<file path="config.mk">
export PLATFORM = sky130hd
export DESIGN_NAME = meter_frame_receiver
export DESIGN_NICKNAME = d
export VERILOG_FILES = /design/src/rtl/core/mfr_pkg.sv /design/src/rtl/core/mfr_cell.sv /design/src/rtl/core/mfr_chain.sv /design/src/rtl/core/meter_frame_receiver.sv
export VERILOG_INCLUDE_DIRS = /design/src /design/src/rtl/core
export SDC_FILE = /design/constraint.sdc
export NUM_CORES = 1
export LEC_CHECK = 0
export BUFFER_PORTS_ARGS = -buffer_cell sky130_fd_sc_hd__buf_4
export CAP_MARGIN = 30
export CORE_ASPECT_RATIO = 0.5
export CORE_UTILIZATION = 60
export CTS_CLUSTER_DIAMETER = 100
export DETAILED_ROUTE_END_ITERATION = 6
export HOLD_SLACK_MARGIN = 0.02
export PLACE_DENSITY = 0.81
export SLEW_MARGIN = 20
export SYNTH_ARGS = -nofsm -noshare
export SYNTH_HDL_FRONTEND = slang
export SYNTH_SLANG_ARGS = --single-unit
</file>
<file path="constraint.sdc">
create_clock -name clock -period 30.7 [get_ports clock]
set_input_delay 6.14 -clock clock [delete_from_list [all_inputs] [get_ports clock]]
set_output_delay 6.14 -clock clock [all_outputs]
set_load 0.02 [all_outputs]
</file>
<file path="src/rtl/core/meter_frame_receiver_assert.svh">
// ----------------------------------------------------------------------------
// Meter frame receiver assertion macros
// Concurrent assertion wrappers for the meter frame receiver.
// ----------------------------------------------------------------------------
`ifndef METER_FRAME_RECEIVER_ASSERT_SVH
`define METER_FRAME_RECEIVER_ASSERT_SVH

`ifndef NO_ASSERTIONS

`define MFR_ASSERT(label, clk, rst, prop) \
   label: assert property (@(posedge clk) disable iff (rst) prop) \
      else $error("meter frame receiver check failed");

`define MFR_ASSERT_ALWAYS(label, clk, prop) \
   label: assert property (@(posedge clk) prop) \
      else $error("meter frame receiver check failed");

`else

`define MFR_ASSERT(label, clk, rst, prop)

`define MFR_ASSERT_ALWAYS(label, clk, prop)

`endif

`endif

</file>
<file path="src/rtl/core/mfr_pkg.sv">
// ----------------------------------------------------------------------------
// Meter frame receiver package
// Shared constants and types of the meter frame receiver.
// ----------------------------------------------------------------------------
`timescale 1ns / 1ps

package mfr_pkg;

   localparam int FRAME_BYTES = 24;
   localparam int IDX_W = 5;

   typedef logic [7:0] byte_type;
   typedef logic [IDX_W-1:0] idx_type;

   localparam byte_type SYNC_BYTE = 8'h5A;
   localparam idx_type SUM_FIRST = 5'd2;
   localparam idx_type SUM_LAST = 5'd22;
   localparam idx_type SUM_AT = 5'd23;
   localparam idx_type LAST_IDX = 5'd23;
   localparam idx_type FILL_AFTER_SHIFT = 5'd25;

   typedef struct packed {
      logic load;
      logic rotate;
   } cell_ctl_type;

   typedef struct packed {
      logic load;
      idx_type load_idx;
      logic rotate;
      byte_type data;
   } chain_ctl_type;

endpackage

</file>
<file path="src/rtl/core/mfr_cell.sv">
// ----------------------------------------------------------------------------
// Meter frame receiver storage cell
// Holds one frame byte; loads a received word or takes its neighbor's byte.
// ----------------------------------------------------------------------------
`timescale 1ns / 1ps

module mfr_cell (
   input  logic                  clock,
   input  mfr_pkg::cell_ctl_type cell_ctl,
   input  mfr_pkg::byte_type     wr_byte,
   input  mfr_pkg::byte_type     nb_byte,
   output mfr_pkg::byte_type     cell_byte
);
   import mfr_pkg::*;

   byte_type byte_ff;
   byte_type byte_in;

   always_comb begin
      byte_in = byte_ff;
      if (cell_ctl.load) begin
         byte_in = wr_byte;
      end else if (cell_ctl.rotate) begin
         byte_in = nb_byte;
      end
   end

   always_ff @(posedge clock) begin
      byte_ff <= byte_in;
   end

   assign cell_byte = byte_ff;

endmodule

</file>
<file path="src/rtl/core/mfr_chain.sv">
// ----------------------------------------------------------------------------
// Meter frame receiver cell chain
// A ring of frame cells; each cell passes its byte to the one below it.
// ----------------------------------------------------------------------------
`timescale 1ns / 1ps

module mfr_chain (
   input  logic                   clock,
   input  mfr_pkg::chain_ctl_type chain_ctl,
   output mfr_pkg::byte_type      cell_bytes [mfr_pkg::FRAME_BYTES]
);
   import mfr_pkg::*;

   for (genvar k = 0; k < FRAME_BYTES; k++) begin : g_cell
      cell_ctl_type ctl;

      assign ctl.load = chain_ctl.load && (chain_ctl.load_idx == IDX_W'(k));
      assign ctl.rotate = chain_ctl.rotate;

      mfr_cell u_cell (
         .clock     (clock),
         .cell_ctl  (ctl),
         .wr_byte   (chain_ctl.data),
         .nb_byte   (cell_bytes[(k + 1) % FRAME_BYTES]),
         .cell_byte (cell_bytes[k])
      );
   end

endmodule

</file>
<file path="src/rtl/core/meter_frame_receiver.sv">
// While the receiver is filling, each accepted word is written straight into a frame cell.
// After the last word of a frame, a checksum pass rotates the cell ring, summing bytes 2 to 22.
// A good frame then gives a result word, held back while a prior result waits on rsp_ready.
// A bad frame with a later sync byte at index p is rotated by p-1 places (1 to 22) to index 1.
// Throughput: one word per cycle while filling; req_ready is low in check, align and emit.
// Reset: synchronous, active high; clears control state, the frame cells are not cleared.
// ----------------------------------------------------------------------------
// Meter frame receiver
// Hunts for metering chip frames in a byte stream, verifies the checksum and
// returns the measurement fields of each good frame.
// ----------------------------------------------------------------------------
`timescale 1ns / 1ps

`include "meter_frame_receiver_assert.svh"

module meter_frame_receiver (
   input  logic              clock,
   input  logic              reset,
   input  logic              req_valid,
   output logic              req_ready,
   input  mfr_pkg::byte_type req_rx_byte,
   output logic              rsp_valid,
   input  logic              rsp_ready,
   output logic [7:0]        rsp_header,
   output logic [23:0]       rsp_voltage_param,
   output logic [23:0]       rsp_voltage_cycle,
   output logic [23:0]       rsp_current_param,
   output logic [23:0]       rsp_current_cycle,
   output logic [23:0]       rsp_power_param,
   output logic [23:0]       rsp_power_cycle,
   output logic [7:0]        rsp_adjust_flags
);
   import mfr_pkg::*;

   localparam logic [1:0] ST_FILL  = 2'd0;
   localparam logic [1:0] ST_CHECK = 2'd1;
   localparam logic [1:0] ST_ALIGN = 2'd2;
   localparam logic [1:0] ST_EMIT  = 2'd3;

   logic [1:0] state_ff, state_in;
   idx_type fill_ff, fill_in;
   logic in_frame_ff, in_frame_in;
   idx_type cnt_ff, cnt_in;
   byte_type sum_ff, sum_in;
   logic found_ff, found_in;
   idx_type pos_ff, pos_in;
   idx_type shift_ff, shift_in;
   logic rsp_valid_ff, rsp_valid_in;
   logic out_load;

   byte_type head;
   logic pick;
   chain_ctl_type chain_ctl;
   byte_type cell_bytes [FRAME_BYTES];

   logic [7:0] header_ff;
   logic [23:0] voltage_param_ff, voltage_cycle_ff;
   logic [23:0] current_param_ff, current_cycle_ff;
   logic [23:0] power_param_ff, power_cycle_ff;
   logic [7:0] adjust_flags_ff;

   mfr_chain u_chain (
      .clock      (clock),
      .chain_ctl  (chain_ctl),
      .cell_bytes (cell_bytes)
   );

   assign head = cell_bytes[0];
   assign pick = (head == SYNC_BYTE) && !found_ff && (cnt_ff >= SUM_FIRST);

   always_comb begin
      state_in = state_ff;
      fill_in = fill_ff;
      in_frame_in = in_frame_ff;
      cnt_in = cnt_ff;
      sum_in = sum_ff;
      found_in = found_ff;
      pos_in = pos_ff;
      shift_in = shift_ff;
      rsp_valid_in = rsp_valid_ff && !rsp_ready;
      out_load = 1'b0;
      chain_ctl.load = 1'b0;
      chain_ctl.load_idx = fill_ff;
      chain_ctl.rotate = 1'b0;
      chain_ctl.data = req_rx_byte;

      unique case (state_ff)
         ST_FILL: begin
            if (req_valid) begin
               chain_ctl.load = 1'b1;
               if (!in_frame_ff) begin
                  if ((req_rx_byte == SYNC_BYTE) && (fill_ff == 5'd1)) begin
                     chain_ctl.load_idx = 5'd1;
                     fill_in = 5'd2;
                     in_frame_in = 1'b1;
                  end else begin
                     chain_ctl.load_idx = 5'd0;
                     fill_in = 5'd1;
                  end
               end else if (fill_ff == LAST_IDX) begin
                  state_in = ST_CHECK;
                  cnt_in = 5'd0;
                  sum_in = 8'd0;
                  found_in = 1'b0;
               end else begin
                  fill_in = fill_ff + 5'd1;
               end
            end
         end
         ST_CHECK: begin
            chain_ctl.rotate = 1'b1;
            cnt_in = cnt_ff + 5'd1;
            if ((cnt_ff >= SUM_FIRST) && (cnt_ff <= SUM_LAST)) begin
               sum_in = sum_ff + head;
            end
            if (pick) begin
               found_in = 1'b1;
               pos_in = cnt_ff;
            end
            if (cnt_ff == SUM_AT) begin
               if (sum_ff == head) begin
                  state_in = ST_EMIT;
               end else if (found_ff || pick) begin
                  state_in = ST_ALIGN;
                  shift_in = (found_ff ? pos_ff : cnt_ff) - 5'd1;
               end else begin
                  state_in = ST_FILL;
                  fill_in = 5'd0;
                  in_frame_in = 1'b0;
               end
            end
         end
         ST_ALIGN: begin
            chain_ctl.rotate = 1'b1;
            shift_in = shift_ff - 5'd1;
            if (shift_ff == 5'd1) begin
               state_in = ST_FILL;
               fill_in = FILL_AFTER_SHIFT - pos_ff;
            end
         end
         ST_EMIT: begin
            if (!rsp_valid_ff || rsp_ready) begin
               out_load = 1'b1;
               rsp_valid_in = 1'b1;
               state_in = ST_FILL;
               fill_in = 5'd0;
               in_frame_in = 1'b0;
            end
         end
      endcase
   end

   always_ff @(posedge clock) begin
      if (reset) begin
         state_ff <= ST_FILL;
         fill_ff <= 5'd0;
         in_frame_ff <= 1'b0;
         cnt_ff <= 5'd0;
         sum_ff <= 8'd0;
         found_ff <= 1'b0;
         pos_ff <= 5'd0;
         shift_ff <= 5'd0;
         rsp_valid_ff <= 1'b0;
      end else begin
         state_ff <= state_in;
         fill_ff <= fill_in;
         in_frame_ff <= in_frame_in;
         cnt_ff <= cnt_in;
         sum_ff <= sum_in;
         found_ff <= found_in;
         pos_ff <= pos_in;
         shift_ff <= shift_in;
         rsp_valid_ff <= rsp_valid_in;
      end
   end

   always_ff @(posedge clock) begin
      if (out_load) begin
         header_ff <= cell_bytes[0];
         voltage_param_ff <= {cell_bytes[2], cell_bytes[3], cell_bytes[4]};
         voltage_cycle_ff <= {cell_bytes[5], cell_bytes[6], cell_bytes[7]};
         current_param_ff <= {cell_bytes[8], cell_bytes[9], cell_bytes[10]};
         current_cycle_ff <= {cell_bytes[11], cell_bytes[12], cell_bytes[13]};
         power_param_ff <= {cell_bytes[14], cell_bytes[15], cell_bytes[16]};
         power_cycle_ff <= {cell_bytes[17], cell_bytes[18], cell_bytes[19]};
         adjust_flags_ff <= cell_bytes[20];
      end
   end

   assign req_ready = (state_ff == ST_FILL);
   assign rsp_valid = rsp_valid_ff;
   assign rsp_header = header_ff;
   assign rsp_voltage_param = voltage_param_ff;
   assign rsp_voltage_cycle = voltage_cycle_ff;
   assign rsp_current_param = current_param_ff;
   assign rsp_current_cycle = current_cycle_ff;
   assign rsp_power_param = power_param_ff;
   assign rsp_power_cycle = power_cycle_ff;
   assign rsp_adjust_flags = adjust_flags_ff;

   `MFR_ASSERT(a_frame_fill, clock, reset, (state_ff == ST_FILL && in_frame_ff) |-> (fill_ff >= 5'd2 && fill_ff <= LAST_IDX))
   `MFR_ASSERT(a_hunt_fill, clock, reset, (state_ff == ST_FILL && !in_frame_ff) |-> (fill_ff <= 5'd1))
   `MFR_ASSERT(a_align_shift, clock, reset, (state_ff == ST_ALIGN) |-> (pos_ff >= SUM_FIRST && pos_ff <= LAST_IDX && shift_ff != 5'd0 && shift_ff < pos_ff))
   `MFR_ASSERT(a_check_count, clock, reset, (state_ff == ST_CHECK && cnt_ff != SUM_AT) |=> (state_ff == ST_CHECK && cnt_ff == $past(cnt_ff) + 5'd1))
   `MFR_ASSERT(a_emit_source, clock, reset, $rose(rsp_valid_ff) |-> ($past(state_ff) == ST_EMIT))

endmodule

</file>
==> results of run 1 <==
[final timing paths]
kind                                                              from                                     to  slack [ps]  depth (start not counted)
worst min-delay path            u_chain.g_cell[20].u_cell.cell_byte[1]                    rsp_adjust_flags[1]         450                          0
worst min register to register  u_chain.g_cell[20].u_cell.cell_byte[1]                    rsp_adjust_flags[1]         450                          0
worst max register to register                             state_ff[0]  u_chain.g_cell[9].u_cell.cell_byte[4]       27730                          6
worst max-delay path                                       state_ff[0]                              req_ready       22850                          3
[sequential cells by signal, indices dropped and copies added (netlist names)]
register	cells
rsp_valid	1
cnt_ff	5
in_frame_ff	1
u_chain.g_cell.u_cell.cell_byte	192
rsp_power_cycle	24
found_ff	1
rsp_current_cycle	24
state_ff	2
rsp_voltage_cycle	24
rsp_current_param	24
sum_ff	8
rsp_adjust_flags	8
rsp_voltage_param	24
rsp_header	8
pos_ff	5
fill_ff	5
shift_ff	5
rsp_power_param	24
[routing by layer]
layer	track usage [%]	routed length, um	vias to the layer above
met5	0	0	-
met4	6.58	769	0
met3	3.76	2190	60
met2	39.3	15700	365
met1	34.7	14200	4488
li1	-	-	3941
[cell usage after synthesis, drive strengths merged, types with 16 or more instances]
cell type	n	area share (%)
clkbuf	33	0.79
edfxtp	352	67
mux2	193	14
nor2	35	1.0
or2	20	0.79
inv	18	0.43
nor3	19	0.76
a21oi	16	0.60
dfxtp	33	4.2
nand2	29	0.71
ha	19	1.5
nand3	17	0.57
[metrics by stage]
stage | area [um2] | setup WS, ps | instances | util [%]
3_5_place_dp | 17400 | 22410 | 1413 | 68.1
4_1_cts | 18400 | 22860 | 1468 | 72.1
6_report | 18400 | 22850 | 1469 | 72.1
2_1_floorplan | 15800 | 12070 | 938 | -
3_3_place_gp | 17400 | 22530 | 1413 | 68.1
5_1_grt | 18400 | 22770 | 1469 | 72.1
[logic make-up after synthesis]
group	share of synthesized area (%)
multiplexers	14.7
AO/OA/AOI/OAI	3.78
adder cells (fa/ha/maj)	1.63
buffers and inverters	1.53
XOR/XNOR	0.777
AND/OR/NAND/NOR	6.39
flip-flops	71.2
[area by class of cell]
class | count | share of cell area, %
clock buffer | 38 | 4.47
timing repair buffer | 175 | 7.20
multi-input combinational | 492 | 23.5
sequential | 385 | 61.1
clock inverter | 17 | 1.11
tap | 344 | 2.34
inverter | 18 | 0.367
[critical path, cell delays in order, from the launching register on]
cell and delay [ps]:
dfxtp_1 340, inv_1 90, ha_1 460, buf_4 230
[power by group through the flow]
stage	logic (uW)	registers [uW]	clock network [uW]
final	57.4	612	406
after global routing	61.9	614	430
after CTS	56.7	612	410
after detailed placement	55.8	623	0
after global placement	53.6	623	0
after floorplan	43.9	614	0
==> metrics.txt, run 1 <==
final setup vio count 0; CTS tree done; buffer count from post-CTS setup fixing 0; Slew Viols, Final 0; final hold vios 0; largest net degree at the start of global routing roughly 160; Leak approximately 0.0064 uW; Num Clock Sinks 385; most frequent cells in the layout edfxtp_1 (352), mux2_2 (182), buf_4 (173); Hold Worst Slack between 400 and 500 ps; status complete, no violations; sequential cell fraction of total power a little under three fifths; ANT cells 0; Netlist Area Pre-Place between 15000 and 20000 um2; switching power ~230 uW; Seq cells post-synth about 390; syn_nets between 900 and 1000; later-pin clock latency in the skew report approximately 580 ps; # rows between 40 and 50; CP arrival ~1700 ps; total power draw about 1100 uW; Filler cells 1544; Clock Skews around 9 ps; Yosys cell types 75; number of CTS-inserted buffers 31; nets@finish roughly 1100; Post-Route WL about 33000 um; combinational power share between 5 and 6%; Final ANT Viol Nets 0; sequential cell area fraction in the yosys report 71.2%; gpl congestion 0.880; post-cts resize count 0; vias per std cell 6.03; Post-synth EDFFs ~350; IO buf count 173; Fin Setup TNS 0 ps; core region area around 25000 um2; Die H approximately 120 um; Clock transition at path regs roughly 70 ps; die area approximately 27000 um2; share of cells above drive strength 1 between 40 and 50%; Slew headroom between 30% and 40%; CP Data Required Time between 20000 and 25000 ps; area of the multi-input gates about 4300 um2; global-route wire length before repair just under 50000 um; Max VDD drop approximately 0.043 mV; Starting Density about three fifths; Worst setup SP type flip-flop; Mean Syn Cell Area 16.8 um2; hold_buf cts 0; Initial DRT Pass Iterations 5; Layout area overhead 16.6%; Mapped Cells ~940; critical path class reg2out; crit path max fanout 11; H-tree levels 1; initial antenna violation count 0; Yosys warning total 0; # IOs about 170; Setup crit end kind primary output; clock power share 37.8%; fin crit share between 20% and 30%; RSZ-0062 raised after global routing false; chip width 231 um; Clock Root Buffer clkbuf_16; register area ~11000 um2; worst-margin pin slew between 900 and 1000 ps; gr usage total around a quarter; routed wire length per instance between 20 and 25 um; DP HPWL 21800 um; Worst Hold Class reg2reg; fin crit period between 7000 and 8000 ps; FMAX ~130 MHz; number of remaining DRC errors 0; routed vias 8854; Async SR Flop Fraction 0%; most common cell after layout, fill and taps aside edfxtp_1; CTS Buffer Depth 3; Internal Power between 800 and 900 uW; starting DRC count in detailed routing 868; Max Cap Viol 0; total gr overflow 0; Net Sw Frac a little over a fifth; vias in the first global route 8367; ys flop type edfxtp_1; Power Density a little under 60 nW/um2
Note: power is estimated with default switching activity, not from simulation.
==> inputs of run 2 (changes only) <==
--- a/config.mk
+++ b/config.mk
@@ -9,11 +9,11 @@
 export BUFFER_PORTS_ARGS = -buffer_cell sky130_fd_sc_hd__buf_4
 export CAP_MARGIN = 30
 export CORE_ASPECT_RATIO = 0.5
-export CORE_UTILIZATION = 60
+export CORE_UTILIZATION = 58
 export CTS_CLUSTER_DIAMETER = 100
 export DETAILED_ROUTE_END_ITERATION = 6
 export HOLD_SLACK_MARGIN = 0.02
-export PLACE_DENSITY = 0.81
+export PLACE_DENSITY = 0.79
 export SLEW_MARGIN = 20
 export SYNTH_ARGS = -nofsm -noshare
 export SYNTH_HDL_FRONTEND = slang
==> constraint.sdc (replaced) <==
create_clock -name clock -period 8.2 [get_ports clock]
set_input_delay 1.64 -clock clock [delete_from_list [all_inputs] [get_ports clock]]
set_output_delay 1.64 -clock clock [all_outputs]
set_load 0.02 [all_outputs]
==> run 2 against run 1 <==
Sequential power grew to 3.7 times the previous value; non-clock buffer count increased by 2; critical path depth is the same; largest cell class unchanged; largest power group unchanged.
==> metrics.txt, run 2 (synthesis results as in run 1) <==
hold endpoint rsp_power_param[0]; initial antenna violation count 0; # rows 42; CP arrival 1630 ps; starting DRC count in detailed routing between 900 and 1000; Final ANT Viol Nets 0; die area between 20000 and 30000 um2; Worst setup SP type flip-flop; fin crit period approximately 3300 ps; status complete, no violations; post-route insts no fill between 1000 and 1500; ANT cells 0; Starting Density between 50% and 60%; Worst path max stage delay 450 ps; number of CTS-inserted buffers 34; Slew Viols, Final 0; Clock transition at path regs roughly 60 ps; critical path class reg2out; Power Density around 220 nW/um2; routed wire length per instance approximately 23 um; hold_buf cts 0; most frequent cells in the layout edfxtp_1 (352), mux2_2 (182), buf_4 (175); Layout area overhead 17.2%; # IOs ~170; gr usage total between 20 and 25%; global-route wire length before repair roughly 52000 um; vias in the first global route between 8000 and 9000; CP Data Required Time between 6000 and 7000 ps; worst path bufs/invs 2; Cells after DPL ~1400; Initial DRT Pass Iterations 5; post-route setup slack just under 5000 ps; crit path max fanout 11; Slowest cell on crit path ha_1; Fin Setup TNS 0 ps; routed vias 8801; share of cells above drive strength 1 between 40% and 50%; Max VDD drop around 0.11 mV; post-cts resize count 0; worst r2r dst u_chain.g_cell[3].u_cell.cell_byte[2]; Worst Hold Class reg2reg; Leak between 0.006 and 0.007 uW; worst-margin pin slew around 920 ps; Hold Worst Slack 449 ps; FF-to-FF path depth 6; Die H 119 um; max reg flops 192; worst hold path startpoint u_chain.g_cell[16].u_cell.cell_byte[0]; CP Cell Sequence inv_1, ha_1, buf_4; final setup vio count 0; H-tree levels 2; Filler cells 1731; Place WS ~4500 ps; CTS Buffer Depth 3; Num Clock Sinks a little under 400; DP HPWL about 23000 um; final hold vios 0; nets@finish between 1000 and 1500; RSZ-0062 raised after global routing false; later-pin clock latency in the skew report roughly 540 ps; most common cell after layout, fill and taps aside edfxtp_1; fin crit share between 30% and 40%; Max Cap Viol 0; Setup crit end kind primary output; FMAX 306 MHz; Clock Skews 23.6 ps; buffer count from post-CTS setup fixing 0; number of remaining DRC errors 0; chip width 235 um; Slew headroom between 30% and 40%; RR Startpoint state_ff[1]; IO buf count 173; largest net degree at the start of global routing 82; gpl congestion 0.849; core region area 26600 um2; vias per std cell between 5 and 6; total gr overflow 0; Crit path max-delay family adder cells; Worst Hold Depth 0; CTS tree done; Register-to-Register Setup Slack about 5300 ps; Clock Root Buffer clkbuf_16; Post-Route WL approximately 34000 um
==> run 2: how the worst max path moves through the flow <==
stage,from,end,depth (start not counted)
5_1_grt,state_ff[0],req_ready,3
2_1_floorplan,rsp_ready,rsp_adjust_flags[0],2
6_report,state_ff[1],req_ready,3
3_5_place_dp,req_rx_byte[2],u_chain.g_cell[1].u_cell.cell_byte[5],6
3_3_place_gp,req_rx_byte[2],u_chain.g_cell[1].u_cell.cell_byte[6],6
4_1_cts,state_ff[1],req_ready,3
==> run 2: stage by stage <==
step / power, uW / cell area, um2 / utilization [%]
2_1_floorplan: 2460 / 15800 / -
3_3_place_gp: 2530 / 17400 / 65.3
3_5_place_dp: 2550 / 17400 / 65.3
4_1_cts: 4120 / 18500 / 69.4
5_1_grt: 4220 / 18500 / 69.6
6_report: 4110 / 18500 / 69.6
==> run 2: layout make-up <==
type,instances,area [um2],area share [%]
clock buffer,45,913,4.94
clock inverter,17,180,0.974
inverter,18,67.6,0.365
multi-input combinational,492,4310,23.3
sequential,385,11200,60.7
tap,352,440,2.38
timing repair buffer,177,1350,7.29
==> run 2: where the power goes <==
| group | leakage, uW | internal (uW) | switching (uW) |
|---|---|---|---|
| clock network | 0.000527 | 889 | 706 |
| logic | 0.00248 | 83.8 | 132 |
| registers | 0.00345 | 2240 | 56.5 |
==> run 2: per-layer routing <==
layer	vias up	wire [um]	track usage (%)
li1	3955	-	-
met1	4481	14700	34.7
met2	318	16500	39.3
met3	47	2280	4.77
met4	0	575	6.21
met5	-	0	0
